<file path="src/rtl/core/lgs_pkg.sv">
`timescale 1ns / 1ps
`default_nettype none
package lgs_pkg;

  // Default sizes
  localparam int MAX_TOPICS_DEF = 64;
  localparam int MAX_VOCAB_DEF  = 4096;
  localparam int MAX_DOCS_DEF   = 1024;

  // Store and datapath widths
  localparam int DT_W   = 16;
  localparam int TW_W   = 20;
  localparam int TT_W   = 24;
  localparam int SC_W   = 32;
  localparam int FRAC_W = 12;
  localparam int A_W    = 29;
  localparam int B_W    = 33;
  localparam int NUM_W  = 62;
  localparam int DEN_W  = 37;
  localparam int VB_W   = 29;
  localparam int RND_W  = 16;

  // Register reset values
  localparam logic [15:0] ALPHA_RST = 16'd4096;
  localparam logic [15:0] BETA_RST  = 16'd410;
  localparam logic [6:0]  TOPICS_RST = 7'd64;
  localparam logic [12:0] VOCAB_RST = 13'd4096;

  typedef enum logic [1:0] {
    REG_ALPHA  = 2'd0,
    REG_BETA   = 2'd1,
    REG_TOPICS = 2'd2,
    REG_VOCAB  = 2'd3
  } lgs_reg_t;

  typedef enum logic [4:0] {
    ST_IDLE,
    ST_WRAP,
    ST_REM_RD,
    ST_REM_WR,
    ST_SC_RD,
    ST_SC_LD,
    ST_SC_MUL,
    ST_SC_GO,
    ST_SC_DIV,
    ST_TGT,
    ST_WK_RD,
    ST_WK_CHK,
    ST_ADD_RD,
    ST_ADD_WR,
    ST_DONE
  } lgs_state_t;

  // Count store access request
  typedef struct packed {
    logic rd;
    logic wr;
  } lgs_mem_cmd_t;

  // Divider status
  typedef struct packed {
    logic busy;
    logic done;
  } lgs_div_stat_t;

endpackage
`default_nettype wire

</file>
<file path="src/rtl/core/lgs_divider.sv">
`timescale 1ns / 1ps
`default_nettype none
module lgs_divider (
  input  wire                        clk,
  input  wire                        rst_n,
  input  wire                        start,
  input  wire [lgs_pkg::NUM_W-1:0]   num,
  input  wire [lgs_pkg::DEN_W-1:0]   den,
  output lgs_pkg::lgs_div_stat_t     stat,
  output logic [lgs_pkg::SC_W-1:0]   quot
);

  // Quotient of num*16/den, one bit a cycle, saturating at all ones
  logic                        busy_r, busy_nxt;
  logic                        done_r, done_nxt;
  logic [4:0]                  cnt_r, cnt_nxt;
  logic [lgs_pkg::DEN_W-1:0]   den_r, den_nxt;
  logic [lgs_pkg::DEN_W-1:0]   rem_r, rem_nxt;
  logic [lgs_pkg::SC_W-1:0]    low_r, low_nxt;
  logic [lgs_pkg::DEN_W:0]     rem2;
  logic                        ge;
  logic                        sat;

  assign sat  = (den == '0) ||
                ((lgs_pkg::NUM_W + 3)'(num) >= {den, 28'b0});
  assign rem2 = {rem_r, low_r[lgs_pkg::SC_W-1]};
  assign ge   = rem2 >= (lgs_pkg::DEN_W + 1)'(den_r);

  always_comb begin
    busy_nxt = busy_r;
    done_nxt = 1'b0;
    cnt_nxt  = cnt_r;
    den_nxt  = den_r;
    rem_nxt  = rem_r;
    low_nxt  = low_r;
    if (start) begin
      den_nxt = den;
      cnt_nxt = '0;
      if (sat) begin
        low_nxt  = '1;
        done_nxt = 1'b1;
      end else begin
        rem_nxt  = lgs_pkg::DEN_W'(num[lgs_pkg::NUM_W-1:28]);
        low_nxt  = {num[27:0], 4'b0};
        busy_nxt = 1'b1;
      end
    end else if (busy_r) begin
      // Shift in one dividend bit, subtract where it fits
      rem_nxt = ge ? lgs_pkg::DEN_W'(rem2 - (lgs_pkg::DEN_W + 1)'(den_r))
                   : lgs_pkg::DEN_W'(rem2);
      low_nxt = {low_r[lgs_pkg::SC_W-2:0], ge};
      cnt_nxt = cnt_r + 5'd1;
      if (cnt_r == 5'd31) begin
        busy_nxt = 1'b0;
        done_nxt = 1'b1;
      end
    end
  end

  always_ff @(posedge clk) begin
    if (!rst_n) begin
      busy_r <= 1'b0;
      done_r <= 1'b0;
      cnt_r  <= '0;
    end else begin
      busy_r <= busy_nxt;
      done_r <= done_nxt;
      cnt_r  <= cnt_nxt;
    end
  end

  always_ff @(posedge clk) begin
    den_r <= den_nxt;
    rem_r <= rem_nxt;
    low_r <= low_nxt;
  end

  assign stat.busy = busy_r;
  assign stat.done = done_r;
  assign quot      = low_r;

endmodule
`default_nettype wire

</file>
<file path="config.mk">
export PLATFORM = sky130hd
export DESIGN_NAME = lgs_divider
export DESIGN_NICKNAME = d
export VERILOG_FILES = /design/src/rtl/core/lgs_pkg.sv /design/src/rtl/core/lgs_divider.sv
export SDC_FILE = /design/constraint.sdc
export NUM_CORES = 1
export LEC_CHECK = 0
export ABC_AREA = 1
export BUFFER_PORTS_ARGS = -buffer_cell sky130_fd_sc_hd__buf_4
export CAP_MARGIN = 20
export CORE_AREA = 2 2 140 142
export DETAILED_ROUTE_END_ITERATION = 10
export DIE_AREA = 0 0 142 144
export PLACE_DENSITY = 0.78
export SLEW_MARGIN = 5
export SYNTH_ARGS = -nofsm -noshare
export SYNTH_HDL_FRONTEND = slang
export SYNTH_SLANG_ARGS = --single-unit
</file>
<file path="constraint.sdc">
create_clock -name clk -period 4.6 [get_ports clk]
set_input_delay 0.69 -clock clk [delete_from_list [all_inputs] [get_ports clk]]
set_output_delay 0.69 -clock clk [all_outputs]
set_load 0.03 [all_outputs]
</file>
### Word-level counts from Yosys, hierarchy flattened

Index checks and enable logic that the tools add are counted.

* register bits: 113
* logic and storage cells: 33

* $add $sub $neg: 2
* equality and inequality tests: 2
* reduce and logical (&&, ||, !) cells: 5
* bitwise logic cells: 1
* $lt $le $gt $ge: 2
* mux-type cells: 15

Operators with widths (count)
* $mux 37: 4
* $mux 32: 3
* $ge 62x65->1: 1
* $ge 38x37->1: 1
* $logic_not 37->1: 1
* $sub 37x37->37: 1
* $mux 1: 8
* $add 5x1->5 const B: 1
* $eq 5x5->1 const B: 1
* $ne 2x2->1 const B: 1
* $reduce_and 2->1: 1
* $reduce_bool 2->1: 1
* $reduce_or 2->1: 1
* $logic_or 1x1->1: 1
* $not 1->1: 1

### Logic depth before layout (Yosys ltp)

* depth after elaboration: 4
* gate-level depth with buffers: 17
* mapped depth without buffers: 17

### Worst setup path before layout

No wires, ideal clock.

* path type: input port to flip-flop
* start point: input port den[8] (netlist name)
* end point: register rem_r[0] (netlist name), enable pin
* path slack: -0.205 ns
* arrival: 4.317 ns
* required time: 4.112 ns
* path buffers: 0
* cell stages on the path: 15
* cell sequence: inv_1 ha_1 nand2_1 inv_1 nand2_1 nand2_1 nand2_1 nand2_1 nand2_1 nand3_1 nand2_1 nand2_1 nand2_1 nand2_1 a21boi_0

* cells in the longest elaborated chain, start to end: 4

Ends and longest elaborated chain
* start, declared: line lgs_divider.sv:8 `input wire [lgs_pkg::DEN_W-1:0] den,`
* $ge 62x65->1 or $logic_not 37->1 (tied branches): line lgs_divider.sv:25, lgs_divider.sv:24
* $logic_or 1x1->1 *: line lgs_divider.sv:24 `assign sat = (den == '0) ||`
* $ne 2x2->1 (no source line) *
* $reduce_and 2->1 (no source line) *
* end signal, assigned: line lgs_divider.sv:74 `rem_r <= rem_nxt;`
* end, declared: line lgs_divider.sv:18 `logic [lgs_pkg::DEN_W-1:0] rem_r, rem_nxt;`

Every way passes the cells marked *; elsewhere a longest branch is shown, timed or not.
A chain may end at the register's enable or synchronous reset.

### Worst setup path in the final report

* start point: register low_r (netlist bit quot[31])
* end point: register rem_r[19] (netlist name) (data pin)

* cells in the longest elaborated chain, start to end: 4

Ends and longest elaborated chain
* start, declared: line lgs_divider.sv:19 `logic [lgs_pkg::SC_W-1:0] low_r, low_nxt;`
* start signal, assigned: line lgs_divider.sv:75 `low_r <= low_nxt;`
* $sub 37x37->37 or $ge 38x37->1 (tied branches): line lgs_divider.sv:49, lgs_divider.sv:27
* $mux 37 *: line lgs_divider.sv:49 `rem_nxt = ge ? lgs_pkg::DEN_W'(rem2 - (lgs_pkg::DEN_W + 1)'(den_r))`
* $mux 37 *: line lgs_divider.sv:47 `end else if (busy_r) begin`
* $mux 37 *: line lgs_divider.sv:36 `if (start) begin`
* via rem_nxt, one bit: line lgs_divider.sv:18

Mark *: on every way through the listed nets, which the timed path passes. The rest lies on a longest branch. The select of a mux whose other input is x is not followed.

==> out/results.tsv <==
stage	metric	value	unit
run_status	status	completed	
layout	antenna_cells	0	
synth	syn_nets	1471	
critical_path	critPathCaptureType	flip-flop	
sta	final_hold_viol_count	0	
clocking	cts_tree	done	
synth	synth_cells	1295	
drt	drc	0	
synth	ys_top_cells_by_area	edfxtp_1 (34%), nand2_1 (16%), ha_1 (9.9%), inv_1 (8.6%), nor2_1 (5.7%)	
drt	vias	8734	
synth	yosysWarningCount	0	
drt	dr.pass1.iters	5	
grt	grt_pass1_vias	8521	
sta	rsz0062_at_grt	false	
layout	final_cell_mix	nand2_1 (393), inv_1 (212), nor2_1 (141), buf_4 (141), edfxtp_1 (106)	
grt	overflow	0	
drt	routed_wl	26.32	mm
die	core	19080	um2
clocking	cts.path.max_buffers	2	
sta	post-route-min-period	3.101	ns
grt	grt_usage	26.29	%
synth	netlist-cell-type-count	41	
clocking	clock-sinks	113	
power_and_ir_drop	p_leak	5.651	nW
die	io_pins	136	
drt	post_drt_wl_per_cell	15.70	um
synth	syn-cell-area	9269	um2
clocking	cts-resized-gates	0	
clocking	clk_latency	0.43	ns
critical_path	worstSetupStartpointType	flip-flop	
die	start_util	48.58	%
power_and_ir_drop	power_switching	0.002260	W
sta	tightest_slew	1.018	ns
sta	max-slew-margin-rel	32.09	%
power_and_ir_drop	comb_power_share	48.1	%
power_and_ir_drop	switching_share	42.94	%
layout	area_growth	19.01	%
critical_path	crit_type	flip-flop to flip-flop	
grt	grt_max_degree	57	
sta	max_freq	322.5	MHz
drt	vias_per_cell	5.208	
layout	layout.nets	1602	
die	die_w	142	um
drt	drtIter0Drc	644	
sta	worst_clock_skew	0.01041	ns
clocking	clk_pin_slew_worst_paths	0.06	ns
layout	drive_above_1_share	17.03	%
power_and_ir_drop	seqPwrFrac	27.6	%
synth	synth_area_per_cell	7.157	um2
worst_hold_path	min_path_type	input pin to flip-flop	
grt	grt_pass1_wl	42.01	mm
clocking	postCtsHoldBufs	0	
synth	synth_largest_area_cell	edfxtp_1	
clocking	h-tree-depth	4	
clocking	cts_buffers	17	
sta	setup-violations-final	0	
sta	min_period_over_period	67.40	%
critical_path	arrival	3.39	ns
power_and_ir_drop	p_clk_share	24.4	%
drt	antenna_left	0	
sta	finalSetupTns	0	ns
sta	maxSlewViolCount	0	
die	die_y	144	um
place	gp_congestion	0.9551	
die	die-area	20450	um2
sta	setup_ws	1.499	ns
job	max_cap_viol_count	0	
clocking	cts_root_buf	clkbuf_16	
place	place_ws	1.148	ns
power_and_ir_drop	ir_drop	0.0002460	V
synth	yosysSeqAreaShare	35.85	%
layout	layout_commonest_cell	nand2_1	
place	io_buffers	135	
synth	synth_top_area_share	34.34	%
power_and_ir_drop	intPower	0.003004	W
critical_path	cp_max_fo	26	
critical_path	critPathRequiredTime	4.89	ns
power_and_ir_drop	powerDensity	477.2	nW/um2
clocking	cts_post_setup_buffers_inserted	0	
die	rows	51	
synth	ys_seq_elements	113	
grt	antenna_found_initial	0	
place	hpwl	20.65	mm
[layout make-up]
class	instances	area, um2
clock buffer	20	467.9
tap	238	297.8
timing repair buffer	141	1059
clock inverter	12	96.34
fill	1798	8049
sequential	113	3323
multi-input combinational	932	4957
inverter	221	829.5
[power by group through the flow]
stage | Sequential, W | Clock (W) | Combinational (W)
3_5_place_dp | 0.00146 | 0 | 0.00250
4_1_cts | 0.00145 | 0.00129 | 0.00252
3_3_place_gp | 0.00146 | 0 | 0.00245
2_1_floorplan | 0.00151 | 0 | 0.00184
6_report | 0.00145 | 0.00128 | 0.00253
5_1_grt | 0.00147 | 0.00133 | 0.00283
[final timing paths]
path         startpoint        end  slack, ns  cells after the start
max            quot[31]  rem_r[19]       1.50                     14
min             den[34]  den_r[34]       0.45                      1
max reg2reg    quot[31]  rem_r[19]       1.50                     14
min reg2reg    cnt_r[4]   cnt_r[4]       0.47                      2
[cells in the mapped netlist, drive strengths merged]
master and number:
a211oi 1, nor3b 1, nand3b 27, or2 3, dfxtp 7, inv 221, a21boi 1, xnor2 18
o21bai 5, ha 73, a31oi 2, nand3 85, fa 1, nand2 417, clkbuf 12, nor4 3
nor3 16, buf 17, nand4 23, a21oi 50, and3 2, edfxtp 106, a21o 1, nor2 156
o21ai 47
[state kept, by name, indices dropped and copies added, names as in the netlist]
register and count:
busy_r 1, cnt_r 5, rem_r 37, done_r 1
quot 32, den_r 37
[through the flow]
step                power (W)  hold WS, ns  util (%)  area (um2)  cells
floorplan            0.003347       0.4453         -        9269   1295
global placement     0.003914       0.4550     54.86       10470   1645
detailed placement   0.003968       0.4635     54.86       10470   1645
CTS                  0.005264       0.4340     57.81       11030   1677
global route         0.005635       0.4360     57.81       11030   1677
finish               0.005264       0.4465     57.81       11030   1677
[critical path: stages, from the launching register on]
cell,delay [ns]
edfxtp_1,0.42
inv_1,0.12
ha_1,0.15
inv_1,0.07
fa_1,0.47
nand2_2,0.12
nand3_2,0.13
nand2_2,0.09
nand2_2,0.08
nand4_1,0.10
nand4_2,0.46
buf_4,0.43
nand2_1,0.12
nand3_1,0.09
nand2_1,0.08
[logic make-up (layout without fill, tap and decap cells)]
kind of cell    after synthesis  in the layout  share of synthesized area, %
buf+inv                     250            394                         10.79
xor+xnor                     18             18                         1.701
compound gates              107            107                         6.102
simple gates                733            733                         35.49
flops                       113            113                         35.85
fa+ha+maj                    74             74                         10.07
[per-layer routing]
metal	vias up	GRT usage [%]	part of all wire (%)	wire, um
met5	-	0	0	0
met4	0	8.579	2.5	648
met3	43	6.192	6.7	1774
met1	3988	32.59	43	11410
met2	299	45.33	47	12490
li1	4404	-	-	-
(Power assumes the default switching activity.)
